File: src/sv/lfpd_pkg.sv
// Shared types, constants and helpers for the line follower PID drive block.
`default_nettype none

package lfpd_pkg;

	// Configuration port geometry and register indexes.
	localparam int CFG_IDX_W  = 3;
	localparam int CFG_DATA_W = 16;

	localparam logic [CFG_IDX_W-1:0] REG_GAIN_P    = 3'd0;
	localparam logic [CFG_IDX_W-1:0] REG_GAIN_I    = 3'd1;
	localparam logic [CFG_IDX_W-1:0] REG_GAIN_D    = 3'd2;
	localparam logic [CFG_IDX_W-1:0] REG_MAX_SPEED = 3'd3;
	localparam logic [CFG_IDX_W-1:0] REG_BASE_MIN  = 3'd4;
	localparam logic [CFG_IDX_W-1:0] REG_BASE_MAX  = 3'd5;

	// Field widths.
	localparam int GAIN_W    = 16;
	localparam int SPEED_W   = 8;
	localparam int POS_W     = 10;
	localparam int ERR_W     = 10;
	localparam int DIFF_W    = 11;
	localparam int FRAC_BITS = 16;

	// Reset values of the configuration registers.
	localparam logic [GAIN_W-1:0]  GAIN_P_RST    = 16'd6554;
	localparam logic [GAIN_W-1:0]  GAIN_I_RST    = 16'd52;
	localparam logic [GAIN_W-1:0]  GAIN_D_RST    = 16'd39322;
	localparam logic [SPEED_W-1:0] MAX_SPEED_RST = 8'd125;
	localparam logic [SPEED_W-1:0] BASE_MIN_RST  = 8'd25;
	localparam logic [SPEED_W-1:0] BASE_MAX_RST  = 8'd100;

	localparam int BASE_OFFSET = 25;

	typedef logic [POS_W-1:0]         pos_t;
	typedef logic signed [ERR_W-1:0]  err_t;
	typedef logic signed [DIFF_W-1:0] diff_t;

	// Line positions for the recognized sensor patterns.
	localparam pos_t POS_LEFT         = 10'd0;
	localparam pos_t POS_LEFT_CENTER  = 10'd175;
	localparam pos_t POS_CENTER       = 10'd350;
	localparam pos_t POS_RIGHT_CENTER = 10'd525;
	localparam pos_t POS_RIGHT        = 10'd700;

	// Sensor patterns as {left, center, right}.
	localparam logic [2:0] PAT_LEFT         = 3'b100;
	localparam logic [2:0] PAT_LEFT_CENTER  = 3'b110;
	localparam logic [2:0] PAT_CENTER       = 3'b010;
	localparam logic [2:0] PAT_RIGHT_CENTER = 3'b011;
	localparam logic [2:0] PAT_RIGHT        = 3'b001;

	// Map a sensor pattern to a line position; other patterns keep the old one.
	function automatic pos_t decode_pos(input logic [2:0] pattern, input pos_t prev);
		pos_t pos;
		unique case (pattern)
			PAT_LEFT:         pos = POS_LEFT;
			PAT_LEFT_CENTER:  pos = POS_LEFT_CENTER;
			PAT_CENTER:       pos = POS_CENTER;
			PAT_RIGHT_CENTER: pos = POS_RIGHT_CENTER;
			PAT_RIGHT:        pos = POS_RIGHT;
			default:          pos = prev;
		endcase
		return pos;
	endfunction

endpackage

`default_nettype wire

File: src/sv/lfpd_if.sv
// Valid/ready channel interfaces for sensor ticks and wheel commands.
`default_nettype none

interface lfpd_tick_if #(parameter int DISTANCE_WIDTH = 12);
	logic                      valid;
	logic                      ready;
	logic                      button_pressed;
	logic                      line_left;
	logic                      line_center;
	logic                      line_right;
	logic [DISTANCE_WIDTH-1:0] distance_mm;

	modport source (output valid, button_pressed, line_left, line_center, line_right,
		distance_mm, input ready);
	modport sink (input valid, button_pressed, line_left, line_center, line_right,
		distance_mm, output ready);
endinterface

interface lfpd_cmd_if;
	import lfpd_pkg::*;
	logic               valid;
	logic               ready;
	logic [SPEED_W-1:0] left_speed;
	logic [SPEED_W-1:0] right_speed;

	modport source (output valid, left_speed, right_speed, input ready);
	modport sink (input valid, left_speed, right_speed, output ready);
endinterface

`default_nettype wire

File: src/sv/line_follow_pid_drive.sv
// Line follower with distance-based base speed and PID steering for a differential drive.
`default_nettype none

// Each accepted tick that yields a command passes the stage 1 to stage 6 registers in order.
// Throughput: one tick per cycle while cmd.ready does not stall, set by the six-register single-pass pipeline.
// Mode, position and PID state are read and written in the first stage, once per tick.
// A press tick toggles the mode and gives no command; an off tick gives zero speeds.
// Reset (arst_n low, asynchronous) empties the pipeline, sets the mode off, clears the
// integral and last error, centers the position and loads the default gains and limits.
module line_follow_pid_drive #(
	parameter int INTEGRAL_WIDTH = 24,
	parameter int DISTANCE_WIDTH = 12
) (
	input  logic                             clk,
	input  logic                             arst_n,
	lfpd_tick_if.sink                        tick,
	lfpd_cmd_if.source                       cmd,
	input  logic                             cfg_we,
	input  logic [lfpd_pkg::CFG_IDX_W-1:0]   cfg_index,
	input  logic [lfpd_pkg::CFG_DATA_W-1:0]  cfg_data
);
	import lfpd_pkg::*;

	localparam int IW      = INTEGRAL_WIDTH;
	localparam int BASE_W  = DISTANCE_WIDTH + 1;
	localparam int P_W     = ERR_W + GAIN_W + 1;
	localparam int I_W     = IW + GAIN_W + 1;
	localparam int D_W     = DIFF_W + GAIN_W + 1;
	localparam int SUM_W   = IW + GAIN_W + 3;
	localparam int CORR_W  = SUM_W - FRAC_BITS;
	localparam int WHEEL_W = CORR_W + 1;

	// Configuration registers.
	logic [GAIN_W-1:0]  gain_p_q, gain_i_q, gain_d_q;
	logic [SPEED_W-1:0] max_speed_q, base_min_q, base_max_q;

	always_ff @(posedge clk or negedge arst_n) begin
		if (!arst_n) begin
			gain_p_q    <= GAIN_P_RST;
			gain_i_q    <= GAIN_I_RST;
			gain_d_q    <= GAIN_D_RST;
			max_speed_q <= MAX_SPEED_RST;
			base_min_q  <= BASE_MIN_RST;
			base_max_q  <= BASE_MAX_RST;
		end else if (cfg_we) begin
			unique case (cfg_index)
				REG_GAIN_P:    gain_p_q    <= cfg_data;
				REG_GAIN_I:    gain_i_q    <= cfg_data;
				REG_GAIN_D:    gain_d_q    <= cfg_data;
				REG_MAX_SPEED: max_speed_q <= cfg_data[SPEED_W-1:0];
				REG_BASE_MIN:  base_min_q  <= cfg_data[SPEED_W-1:0];
				REG_BASE_MAX:  base_max_q  <= cfg_data[SPEED_W-1:0];
				default: ;
			endcase
		end
	end

	// Stage valids and the backward advance chain.
	logic v1_q, v2_q, v3_q, v4_q, v5_q, v6_q;
	logic adv1, adv2, adv3, adv4, adv5, adv6;

	// Stage 1 transaction fields.
	logic                      press_s1;
	logic [2:0]                pattern_s1;
	logic [DISTANCE_WIDTH-1:0] dist_s1;

	assign adv6 = !v6_q || cmd.ready;
	assign adv5 = !v5_q || adv6;
	assign adv4 = !v4_q || adv5;
	assign adv3 = !v3_q || adv4;
	assign adv2 = !v2_q || adv3;
	assign adv1 = !v1_q || adv2;

	assign tick.ready = adv1;

	always_ff @(posedge clk or negedge arst_n) begin
		if (!arst_n) begin
			v1_q <= 1'b0;
			v2_q <= 1'b0;
			v3_q <= 1'b0;
			v4_q <= 1'b0;
			v5_q <= 1'b0;
			v6_q <= 1'b0;
		end else begin
			if (adv1) v1_q <= tick.valid;
			if (adv2) v2_q <= v1_q && !press_s1;
			if (adv3) v3_q <= v2_q;
			if (adv4) v4_q <= v3_q;
			if (adv5) v5_q <= v4_q;
			if (adv6) v6_q <= v5_q;
		end
	end

	// Stage 1: registered tick transaction.
	always_ff @(posedge clk) begin
		if (adv1 && tick.valid) begin
			press_s1   <= tick.button_pressed;
			pattern_s1 <= {tick.line_left, tick.line_center, tick.line_right};
			dist_s1    <= tick.distance_mm;
		end
	end

	// Controller state.
	logic           driving_q;
	pos_t           prev_pos_q;
	err_t           prev_err_q;
	logic [IW-1:0]  esum_q;

	// Stage 1 logic: position, error, saturated integral, difference, base speed.
	logic            fire1;
	pos_t            pos_n;
	logic [DIFF_W-1:0] err_wide;
	err_t            err_n;
	logic [IW:0]     esum_wide;
	logic [IW-1:0]   esum_n;
	diff_t           diff_n;
	logic [BASE_W-1:0] base_raw;
	logic [SPEED_W-1:0] base_n;

	assign fire1 = v1_q && adv2;

	always_comb begin
		pos_n    = decode_pos(pattern_s1, prev_pos_q);
		err_wide = {1'b0, POS_CENTER} - {1'b0, pos_n};
		err_n    = err_t'(err_wide[ERR_W-1:0]);

		esum_wide = {esum_q[IW-1], esum_q} + {{(IW + 1 - ERR_W){err_n[ERR_W-1]}}, err_n};
		if (esum_wide[IW] != esum_wide[IW-1]) begin
			esum_n = esum_wide[IW] ? {1'b1, {(IW - 1){1'b0}}} : {1'b0, {(IW - 1){1'b1}}};
		end else begin
			esum_n = esum_wide[IW-1:0];
		end

		diff_n = diff_t'({err_n[ERR_W-1], err_n} - {prev_err_q[ERR_W-1], prev_err_q});

		base_raw = ({1'b0, dist_s1} >> 1) + BASE_W'(BASE_OFFSET);
		if (base_raw > {{(BASE_W - SPEED_W){1'b0}}, base_max_q}) begin
			base_n = base_max_q;
		end else begin
			base_n = base_raw[SPEED_W-1:0];
		end
		if (base_n < base_min_q) begin
			base_n = base_min_q;
		end
	end

	// State update, once for each tick leaving stage 1.
	always_ff @(posedge clk or negedge arst_n) begin
		if (!arst_n) begin
			driving_q  <= 1'b0;
			prev_pos_q <= POS_CENTER;
			prev_err_q <= '0;
			esum_q     <= '0;
		end else if (fire1) begin
			if (press_s1) begin
				driving_q <= !driving_q;
			end else if (driving_q) begin
				prev_pos_q <= pos_n;
				prev_err_q <= err_n;
				esum_q     <= esum_n;
			end
		end
	end

	// Stage 2: PID operands.
	logic               drive_s2;
	err_t               err_s2;
	logic [IW-1:0]      esum_s2;
	diff_t              diff_s2;
	logic [SPEED_W-1:0] base_s2;

	always_ff @(posedge clk) begin
		if (adv2) begin
			drive_s2 <= driving_q;
			err_s2   <= err_n;
			esum_s2  <= esum_n;
			diff_s2  <= diff_n;
			base_s2  <= base_n;
		end
	end

	// Stage 3: the three gain products.
	logic signed [P_W-1:0] prod_p, prod_p_s3;
	logic signed [I_W-1:0] prod_i, prod_i_s3;
	logic signed [D_W-1:0] prod_d, prod_d_s3;
	logic                  drive_s3;
	logic [SPEED_W-1:0]    base_s3;

	always_comb begin
		prod_p = $signed({{(P_W - ERR_W){err_s2[ERR_W-1]}}, err_s2})
			* $signed({{(P_W - GAIN_W){1'b0}}, gain_p_q});
		prod_i = $signed({{(I_W - IW){esum_s2[IW-1]}}, esum_s2})
			* $signed({{(I_W - GAIN_W){1'b0}}, gain_i_q});
		prod_d = $signed({{(D_W - DIFF_W){diff_s2[DIFF_W-1]}}, diff_s2})
			* $signed({{(D_W - GAIN_W){1'b0}}, gain_d_q});
	end

	always_ff @(posedge clk) begin
		if (adv3) begin
			prod_p_s3 <= prod_p;
			prod_i_s3 <= prod_i;
			prod_d_s3 <= prod_d;
			drive_s3  <= drive_s2;
			base_s3   <= base_s2;
		end
	end

	// Stage 4: sum of the products.
	logic signed [SUM_W-1:0] sum_s4;
	logic                    drive_s4;
	logic [SPEED_W-1:0]      base_s4;

	always_ff @(posedge clk) begin
		if (adv4) begin
			sum_s4 <= $signed({{(SUM_W - P_W){prod_p_s3[P_W-1]}}, prod_p_s3})
				+ $signed({{(SUM_W - I_W){prod_i_s3[I_W-1]}}, prod_i_s3})
				+ $signed({{(SUM_W - D_W){prod_d_s3[D_W-1]}}, prod_d_s3});
			drive_s4 <= drive_s3;
			base_s4  <= base_s3;
		end
	end

	// Stage 5: drop the fraction, rounding toward zero.
	logic [SUM_W-1:0]   sum_biased;
	logic [CORR_W-1:0]  corr_s5;
	logic               drive_s5;
	logic [SPEED_W-1:0] base_s5;

	assign sum_biased = sum_s4
		+ {{(SUM_W - FRAC_BITS){1'b0}}, {FRAC_BITS{sum_s4[SUM_W-1]}}};

	always_ff @(posedge clk) begin
		if (adv5) begin
			corr_s5  <= sum_biased[SUM_W-1:FRAC_BITS];
			drive_s5 <= drive_s4;
			base_s5  <= base_s4;
		end
	end

	// Stage 6: wheel commands, clamped to 0..max_speed, into the output register.
	logic signed [WHEEL_W-1:0] left_wide, right_wide, base_wide, corr_wide, max_wide;
	logic [SPEED_W-1:0]        left_n, right_n;
	logic [SPEED_W-1:0]        left_s6, right_s6;

	always_comb begin
		base_wide  = $signed({{(WHEEL_W - SPEED_W){1'b0}}, base_s5});
		corr_wide  = $signed({corr_s5[CORR_W-1], corr_s5});
		max_wide   = $signed({{(WHEEL_W - SPEED_W){1'b0}}, max_speed_q});
		left_wide  = base_wide + corr_wide;
		right_wide = base_wide - corr_wide;

		priority if (!drive_s5) begin
			left_n = '0;
		end else if (left_wide > max_wide) begin
			left_n = max_speed_q;
		end else if (left_wide[WHEEL_W-1]) begin
			left_n = '0;
		end else begin
			left_n = left_wide[SPEED_W-1:0];
		end

		priority if (!drive_s5) begin
			right_n = '0;
		end else if (right_wide > max_wide) begin
			right_n = max_speed_q;
		end else if (right_wide[WHEEL_W-1]) begin
			right_n = '0;
		end else begin
			right_n = right_wide[SPEED_W-1:0];
		end
	end

	always_ff @(posedge clk) begin
		if (adv6) begin
			left_s6  <= left_n;
			right_s6 <= right_n;
		end
	end

	assign cmd.valid       = v6_q;
	assign cmd.left_speed  = left_s6;
	assign cmd.right_speed = right_s6;

endmodule

`default_nettype wire

File: src/flat_wrapper.sv
// flat-port wrapper written by rule: the top's interface ports become plain ports
module line_follow_pid_drive_flat import lfpd_pkg::*;
#(
	parameter int INTEGRAL_WIDTH = 24,
	parameter int DISTANCE_WIDTH = 12
)
  (clk, arst_n, cfg_we, cfg_index, cfg_data, tick_valid, tick_button_pressed, tick_line_left, tick_line_center, tick_line_right, tick_distance_mm, tick_ready, cmd_valid, cmd_left_speed, cmd_right_speed, cmd_ready);
  lfpd_tick_if #(.DISTANCE_WIDTH(DISTANCE_WIDTH)) tick_i ();
  lfpd_cmd_if cmd_i ();
  input  logic clk;
  input  logic arst_n;
  input  logic cfg_we;
  input  logic [lfpd_pkg::CFG_IDX_W-1:0] cfg_index;
  input  logic [lfpd_pkg::CFG_DATA_W-1:0] cfg_data;
  input wire logic [$bits(tick_i.valid)-1:0] tick_valid;
  input wire logic [$bits(tick_i.button_pressed)-1:0] tick_button_pressed;
  input wire logic [$bits(tick_i.line_left)-1:0] tick_line_left;
  input wire logic [$bits(tick_i.line_center)-1:0] tick_line_center;
  input wire logic [$bits(tick_i.line_right)-1:0] tick_line_right;
  input wire logic [$bits(tick_i.distance_mm)-1:0] tick_distance_mm;
  output wire logic [$bits(tick_i.ready)-1:0] tick_ready;
  output wire logic [$bits(cmd_i.valid)-1:0] cmd_valid;
  output wire logic [$bits(cmd_i.left_speed)-1:0] cmd_left_speed;
  output wire logic [$bits(cmd_i.right_speed)-1:0] cmd_right_speed;
  input wire logic [$bits(cmd_i.ready)-1:0] cmd_ready;
  assign tick_i.valid = tick_valid;
  assign tick_i.button_pressed = tick_button_pressed;
  assign tick_i.line_left = tick_line_left;
  assign tick_i.line_center = tick_line_center;
  assign tick_i.line_right = tick_line_right;
  assign tick_i.distance_mm = tick_distance_mm;
  assign tick_ready = tick_i.ready;
  assign cmd_valid = cmd_i.valid;
  assign cmd_left_speed = cmd_i.left_speed;
  assign cmd_right_speed = cmd_i.right_speed;
  assign cmd_i.ready = cmd_ready;
  line_follow_pid_drive #(.INTEGRAL_WIDTH(INTEGRAL_WIDTH), .DISTANCE_WIDTH(DISTANCE_WIDTH)) u_core (.clk(clk), .arst_n(arst_n), .tick(tick_i), .cmd(cmd_i), .cfg_we(cfg_we), .cfg_index(cfg_index), .cfg_data(cfg_data));
endmodule
File: config.mk
export PLATFORM = sky130hd
export DESIGN_NAME = line_follow_pid_drive_flat
export DESIGN_NICKNAME = d
export VERILOG_FILES = /design/src/sv/lfpd_pkg.sv /design/src/sv/lfpd_if.sv /design/src/sv/line_follow_pid_drive.sv /design/src/flat_wrapper.sv
export SDC_FILE = /design/constraint.sdc
export NUM_CORES = 2
export LEC_CHECK = 0
export ABC_AREA = 1
export CORE_MARGIN = 1.5
export CORE_UTILIZATION = 55
export CTS_CLUSTER_DIAMETER = 50
export DETAILED_ROUTE_END_ITERATION = 8
export DONT_BUFFER_PORTS = 1
export PLACE_DENSITY = 0.75
export SYNTH_ARGS = -nofsm -noshare
export SYNTH_HDL_FRONTEND = slang
export SYNTH_SLANG_ARGS = --single-unit
File: constraint.sdc
create_clock -name clk -period 17 [get_ports clk]
set_clock_uncertainty 0.2 [all_clocks]
set_input_delay 0.85 -clock clk [delete_from_list [all_inputs] [get_ports clk]]
set_output_delay 0.85 -clock clk [all_outputs]
set_load 0.1 [all_outputs]
# [Yosys cells after proc, flatten, opt, wreduce, memory -nomap -nowiden]
# Index checks and enable logic that the tools add are counted.
[op_classes] n_addsub=9 multipliers=3 order_cmp=4 n_eq_ne=11 n_mux=9 bitwise_logic=1 reduce_logical=26
[ops] op="> comparator 28 x 9 -> 1 bit" count=2
[ops] op="case mux 10 bit (5 select lines)" count=1
[ops] op="two-way mux 24 bit" count=2
[ops] op="two-way mux 8 bit" count=6
[ops] op="adder 42 x 28 -> 43 bit" count=1
[ops] op="adder 43 x 16 -> 43 bit" count=1
[ops] op="adder 27 x 41 -> 42 bit" count=1
[ops] op="multiplier 24 x 17 -> 41 bit" count=1
[ops] op="adder 9 x 27 -> 28 bit" count=1
[ops] op="multiplier 11 x 17 -> 28 bit" count=1
[ops] op="subtractor 9 x 27 -> 28 bit" count=1
[ops] op="multiplier 10 x 17 -> 27 bit" count=1
[ops] op="adder 24 x 10 -> 25 bit" count=1
[ops] op="AND reduction 2 bit" count=7
[ops] op="> comparator 13 x 8 -> 1 bit" count=1
[ops] op="adder 11 x 5 -> 12 bit (second input constant)" count=1
[ops] op="equality test 3 x 2 -> 1 bit (second input constant)" count=4
[ops] op="equality test 3 bit (second input constant)" count=4
[ops] op="subtractor 10 x 10 -> 11 bit" count=1
[ops] op="subtractor 9 x 10 -> 10 bit (first input constant)" count=1
[ops] op="logical NOT 1 bit" count=8
[ops] op="< comparator 8 bit" count=1
[ops] op="equality test 3 x 1 -> 1 bit (second input constant)" count=2
[ops] op="logical OR 1 bit" count=6
[ops] op="other kinds (5)" count=7
[word_totals] register_bits=402 out_inout_bits=18 word_cells=100

# [Depth between registers and ports, before layout]
[depth] word_depth=8 ltp_mapped=29 ltp_nobuf=29

# [Worst setup path after synthesis]
# OpenSTA, ideal clock, no wires.
[synth_timing] path_type="flip-flop to flip-flop" startpoint="reg u_core.v6_q, in the netlist u_core.cmd.valid" endpoint="reg u_core.prev_pos_q[9]" setup_time_ps=133 arrival_ps=7891 setup_slack_ps=8776 path_stages_with_launch=16 path_buffers=1 path_cell_list="dfrtp_1 inv_1 nor2_1 inv_1 nor2_1 inv_1 nor2_1 inv_1 nor2_1 inv_1 nor2_1 inv_1 nand3_1 inv_1 clkbuf_1 o21ai_0"
[synth_between] elab_chain_cells=8
[synth_rtl] item="start: declaration" line="line_follow_pid_drive.sv:59" source="logic v1_q, v2_q, v3_q, v4_q, v5_q, v6_q;"
[synth_rtl] item="start signal: assignment" line="line_follow_pid_drive.sv:90" source="if (adv6) v6_q <= v5_q;"
[synth_rtl] item="logical NOT 1 bit" line="line_follow_pid_drive.sv:67" source="assign adv6 = !v6_q || cmd.ready;"
[synth_rtl] item="logical OR 1 bit" line="line_follow_pid_drive.sv:67"
[synth_rtl] item="via u_core.adv6" line="line_follow_pid_drive.sv:60" source="logic adv1, adv2, adv3, adv4, adv5, adv6;"
[synth_rtl] item="logical OR 1 bit" line="line_follow_pid_drive.sv:68" source="assign adv5 = !v5_q || adv6;"
[synth_rtl] item="via u_core.adv5" line="line_follow_pid_drive.sv:60"
[synth_rtl] item="logical OR 1 bit" line="line_follow_pid_drive.sv:69" source="assign adv4 = !v4_q || adv5;"
[synth_rtl] item="via u_core.adv4" line="line_follow_pid_drive.sv:60"
[synth_rtl] item="logical OR 1 bit" line="line_follow_pid_drive.sv:70" source="assign adv3 = !v3_q || adv4;"
[synth_rtl] item="via u_core.adv3" line="line_follow_pid_drive.sv:60"
[synth_rtl] item="logical OR 1 bit" line="line_follow_pid_drive.sv:71" source="assign adv2 = !v2_q || adv3;"
[synth_rtl] item="via u_core.adv2" line="line_follow_pid_drive.sv:60"
[synth_rtl] item="logical AND 1 bit" line="line_follow_pid_drive.sv:120" source="assign fire1 = v1_q && adv2;"
[synth_rtl] item="AND reduction 3 bit (no source line)"
[synth_rtl] item="end signal: assignment" line="line_follow_pid_drive.sv:158" source="prev_pos_q <= pos_n;"
[synth_rtl] item="end: declaration" line="line_follow_pid_drive.sv:105" source="pos_t prev_pos_q;"
# The timed path passes the listed nets, and every way through them passes these cells.
# A chain may end at the register's enable or synchronous reset.

# [Worst setup path in the final report]
[layout_timing] startpoint="reg u_core.gain_i_q[2]" endpoint="reg u_core.prod_i_s3[40] (data pin)"
[layout_between] elab_chain_cells=1
[layout_rtl] item="start: declaration" line="line_follow_pid_drive.sv:34" source="logic [GAIN_W-1:0] gain_p_q, gain_i_q, gain_d_q;"
[layout_rtl] item="start signal: assignment" line="line_follow_pid_drive.sv:48" source="REG_GAIN_I: gain_i_q <= cfg_data;"
[layout_rtl] item="multiplier 24 x 17 -> 41 bit" line="line_follow_pid_drive.sv:193" source="* $signed({{(I_W - GAIN_W){1'b0}}, gain_i_q});"
[layout_rtl] item="via u_core.prod_i[40]" line="line_follow_pid_drive.sv:184" source="logic signed [I_W-1:0] prod_i, prod_i_s3;"
[layout_rtl] item="end signal: assignment" line="line_follow_pid_drive.sv:201" source="prod_i_s3 <= prod_i;"
[layout_rtl] item="end: declaration" line="line_follow_pid_drive.sv:184"
# The timed path passes the listed nets, and every way through them passes these cells.

==> run_results.csv <==
group,metric,value,unit
run_status,status,"completed",
die,core,0.0882,mm2
grt,grt_pass1_wl,196,mm
drt,vias,37000,
critical_path,critical_path_class,"reg2reg",
grt,first_global_vias,38500,
logic_synthesis,ys_warn_count,0,
finish,drive_gt1_share,3.56,%
clock_network,clk_path_buf_depth,3,
finish,syn2layout_area_growth,5.63,%
critical_path,required,17170,ps
critical_path,arrival,7260,ps
die,die_h,301,um
clock_network,hold_buffers,2,
logic_synthesis,synth_cell_types,55,
flow_run,cap_viol_max_count,0,
grt,grt_max_degree,123,
grt,antenna_found_initial,7,
clock_network,root_buffer,"clkbuf_16",
worst_hold_path,hp-class,"in2reg",
timing,worstMarginPinSlew,1300,ps
drt,drtPass1Iterations,6,
place,io_buffers,0,
timing,finalSetupTns,0,ps
place,gp_congestion,0.940,
timing,setup_viol,0,
grt,overflow,0,
drt,vias_per_cell,5.33,
clock_network,numCtsBuffers,54,
die,rows,109,
clock_network,cts_max_level,2,
logic_synthesis,syn_avg_cell_area,8.31,um2
logic_synthesis,synthArstFlopShare,30.5,%
timing,slew_viol_final,0,
logic_synthesis,synth-main-ff-cell,"edfxtp_1",
clock_network,clk_latency,670,ps
timing,rsz0062_at_grt,"no",
timing,layout_min_cycle_time,7100,ps
clock_network,post_cts_buffers,0,
clock_network,clock-sinks,400,
critical_path,cp-end-kind,"register",
clock_network,cts_tree,"built",
logic_synthesis,netlist_area,0.0488,mm2
logic_synthesis,synth-seq-area-share,23.4,%
timing,hold_viol,0,
die,start_util,55.4,%
clock_network,cts_resized,0,
critical_path,cp_max_fo,25,
clock_network,clkSlewWorstSetupHoldPaths,60,ps
drt,drc,0,
finish,antennaDiodeCount,0,
drt,ant_nets,0,
drt,routed_wl,120,mm
die,dieArea,0.0906,mm2
grt,track_usage,27.5,%
drt,drtIter0Drc,2673,
timing,period_share,41.8,%
critical_path,cp-start-kind,"register",
finish,n_fill_cell,7586,
logic_synthesis,synth_nets,6974,
logic_synthesis,synth_seq_cells,400,
logic_synthesis,synth_cells,5875,
timing,fmax,141,MHz
timing,maxSlewHeadroom,13.5,%
die,boundaryPins,58,
logic_synthesis,synth-edff-count,278,
die,die_w,301,um
finish,layout.nets,6837,
place,dpl.hpwl,94.0,mm
drt,wl_per_cell,17.2,um
[critical path: stages, from the launching register on]
cell and delay (ps):
dfstp_2 510, buf_4 340, nand2_1 230, fa_1 800
fa_1 450, inv_1 350, fa_1 530, fa_1 470
fa_1 510, inv_1 50, fa_1 470, inv_1 40
ha_1 350, a21oi_1 200, o21ai_0 110, inv_1 70
nor2_1 50, a2111oi_0 570, nand4_1 280, xor2_1 220
[layout by cell type (no fill, tap or decap), types with 5 or more instances in the layout]
cell type,n
a21boi_0,7
ha_1,399
and3_1,7
a21oi_1,207
o21ai_1,6
inv_8,5
edfxtp_1,278
inv_1,1382
xor2_1,141
nor2_2,5
nand3_2,5
o31ai_1,6
nor2_1,284
clkinv_2,9
dfrtp_1,86
o21ai_0,194
o221ai_1,10
o21a_1,7
clkbuf_16,54
o211ai_1,9
a211oi_1,10
a21o_1,16
fa_1,660
nand2_1,1512
clkinv_4,5
or2_2,23
buf_4,15
inv_2,9
a31oi_1,26
nor4_1,14
xnor2_1,72
nand4_1,37
bufinv_16,10
dfstp_2,36
o21bai_1,13
nor3_1,23
nand3_1,149
[worst paths after layout]
kind / startpoint / end / slack, ps / cells past startpoint
max in group asynchronous: arst_n / u_core.esum_q[20]$_DFFE_PN0P_ / 15390 / 2
min in group asynchronous: arst_n / u_core.base_min_q[2]$_DFFE_PN0P_ / 710 / 2
worst max register to register: u_core.gain_i_q[2]$_DFFE_PN1P_ / u_core.prod_i_s3[40]$_DFFE_PP_ / 9900 / 19
worst min register to register: u_core.base_s4[1]$_DFFE_PP_ / u_core.base_s5[1]$_DFFE_PP_ / 210 / 0
worst max-delay path: u_core.gain_i_q[2]$_DFFE_PN1P_ / u_core.prod_i_s3[40]$_DFFE_PP_ / 9900 / 19
worst min-delay path: tick_button_pressed / u_core.press_s1$_DFFE_PP_ / 80 / 0
[sequential cells by signal (all words and copies together) (netlist names), 9 cells and up]
| name | count |
|---|---|
| u_core.gain_i_q | 16 |
| u_core.gain_p_q | 16 |
| u_core.prod_d_s3 | 28 |
| u_core.err_s2 | 10 |
| u_core.esum_q | 24 |
| u_core.prod_i_s3 | 41 |
| u_core.corr_s5 | 27 |
| u_core.gain_d_q | 16 |
| u_core.prev_pos_q | 9 |
| u_core.esum_s2 | 24 |
| u_core.diff_s2 | 11 |
| u_core.prev_err_q | 10 |
| u_core.dist_s1 | 11 |
| u_core.sum_s4 | 43 |
| u_core.prod_p_s3 | 27 |
[per-stage QoR]
step | cells | utilization (%) | hold WS [ps] | instance area, um2 | setup WS [ps]
after floorplan | 5875 | - | 200 | 48800 | 8780
after global placement | 6845 | 56.2 | 205 | 49600 | 10090
after detailed placement | 6845 | 56.2 | 205 | 49600 | 10040
after CTS | 6947 | 58.5 | 41.1 | 51600 | 10050
after global routing | 6947 | 58.5 | 52.7 | 51600 | 9630
final | 6947 | 58.5 | 76.1 | 51600 | 9900
[cell type report]
class                           count  area [um2]  share of cell area, %
Clock buffer                       58        1380                   2.67
Tap cell                         1165        1460                   2.83
Inverter                         1392        5230                   10.1
Clock inverter                     42         608                   1.18
Timing Repair Buffer               17         150                  0.291
Sequential cell                   400       11400                   22.2
Multi-Input combinational cell   3873       31300                   60.7
[synth_stat cells (all sizes together), types with 72 or more instances]
cell type / n / area [um2]
fa: 660 / 13200
nand2: 1518 / 5720
clkbuf: 188 / 706
ha: 399 / 4990
dfrtp: 86 / 2150
o21ai: 204 / 1040
a21oi: 208 / 1040
xor2: 142 / 1250
inv: 1392 / 5230
xnor2: 72 / 631
edfxtp: 278 / 8350
nand3: 154 / 796
nor2: 290 / 1110
[logic make-up after synthesis]
group / after synthesis / synth area share [%]
and+or+nand+nor: 2076 / 17.1
buffers and inverters: 1602 / 12.4
adders and majority gates: 1059 / 37.3
AOI/OAI and AO/OA: 524 / 5.95
DFF: 400 / 23.4
xor gates and xnor gates: 214 / 3.85
[per-layer routing]
metal | up-vias | track usage (%) | wire, um
met5 | - | 0 | 23
met4 | 4 | 10.6 | 5110
li1 | 17500 | - | -
met1 | 17900 | 35.4 | 48800
met2 | 1301 | 46.2 | 56300
met3 | 319 | 4.78 | 9470
Power is left out: the tool's default activity adds up to more than one toggle a clock period on the data nets, which glitch-free logic cannot reach.
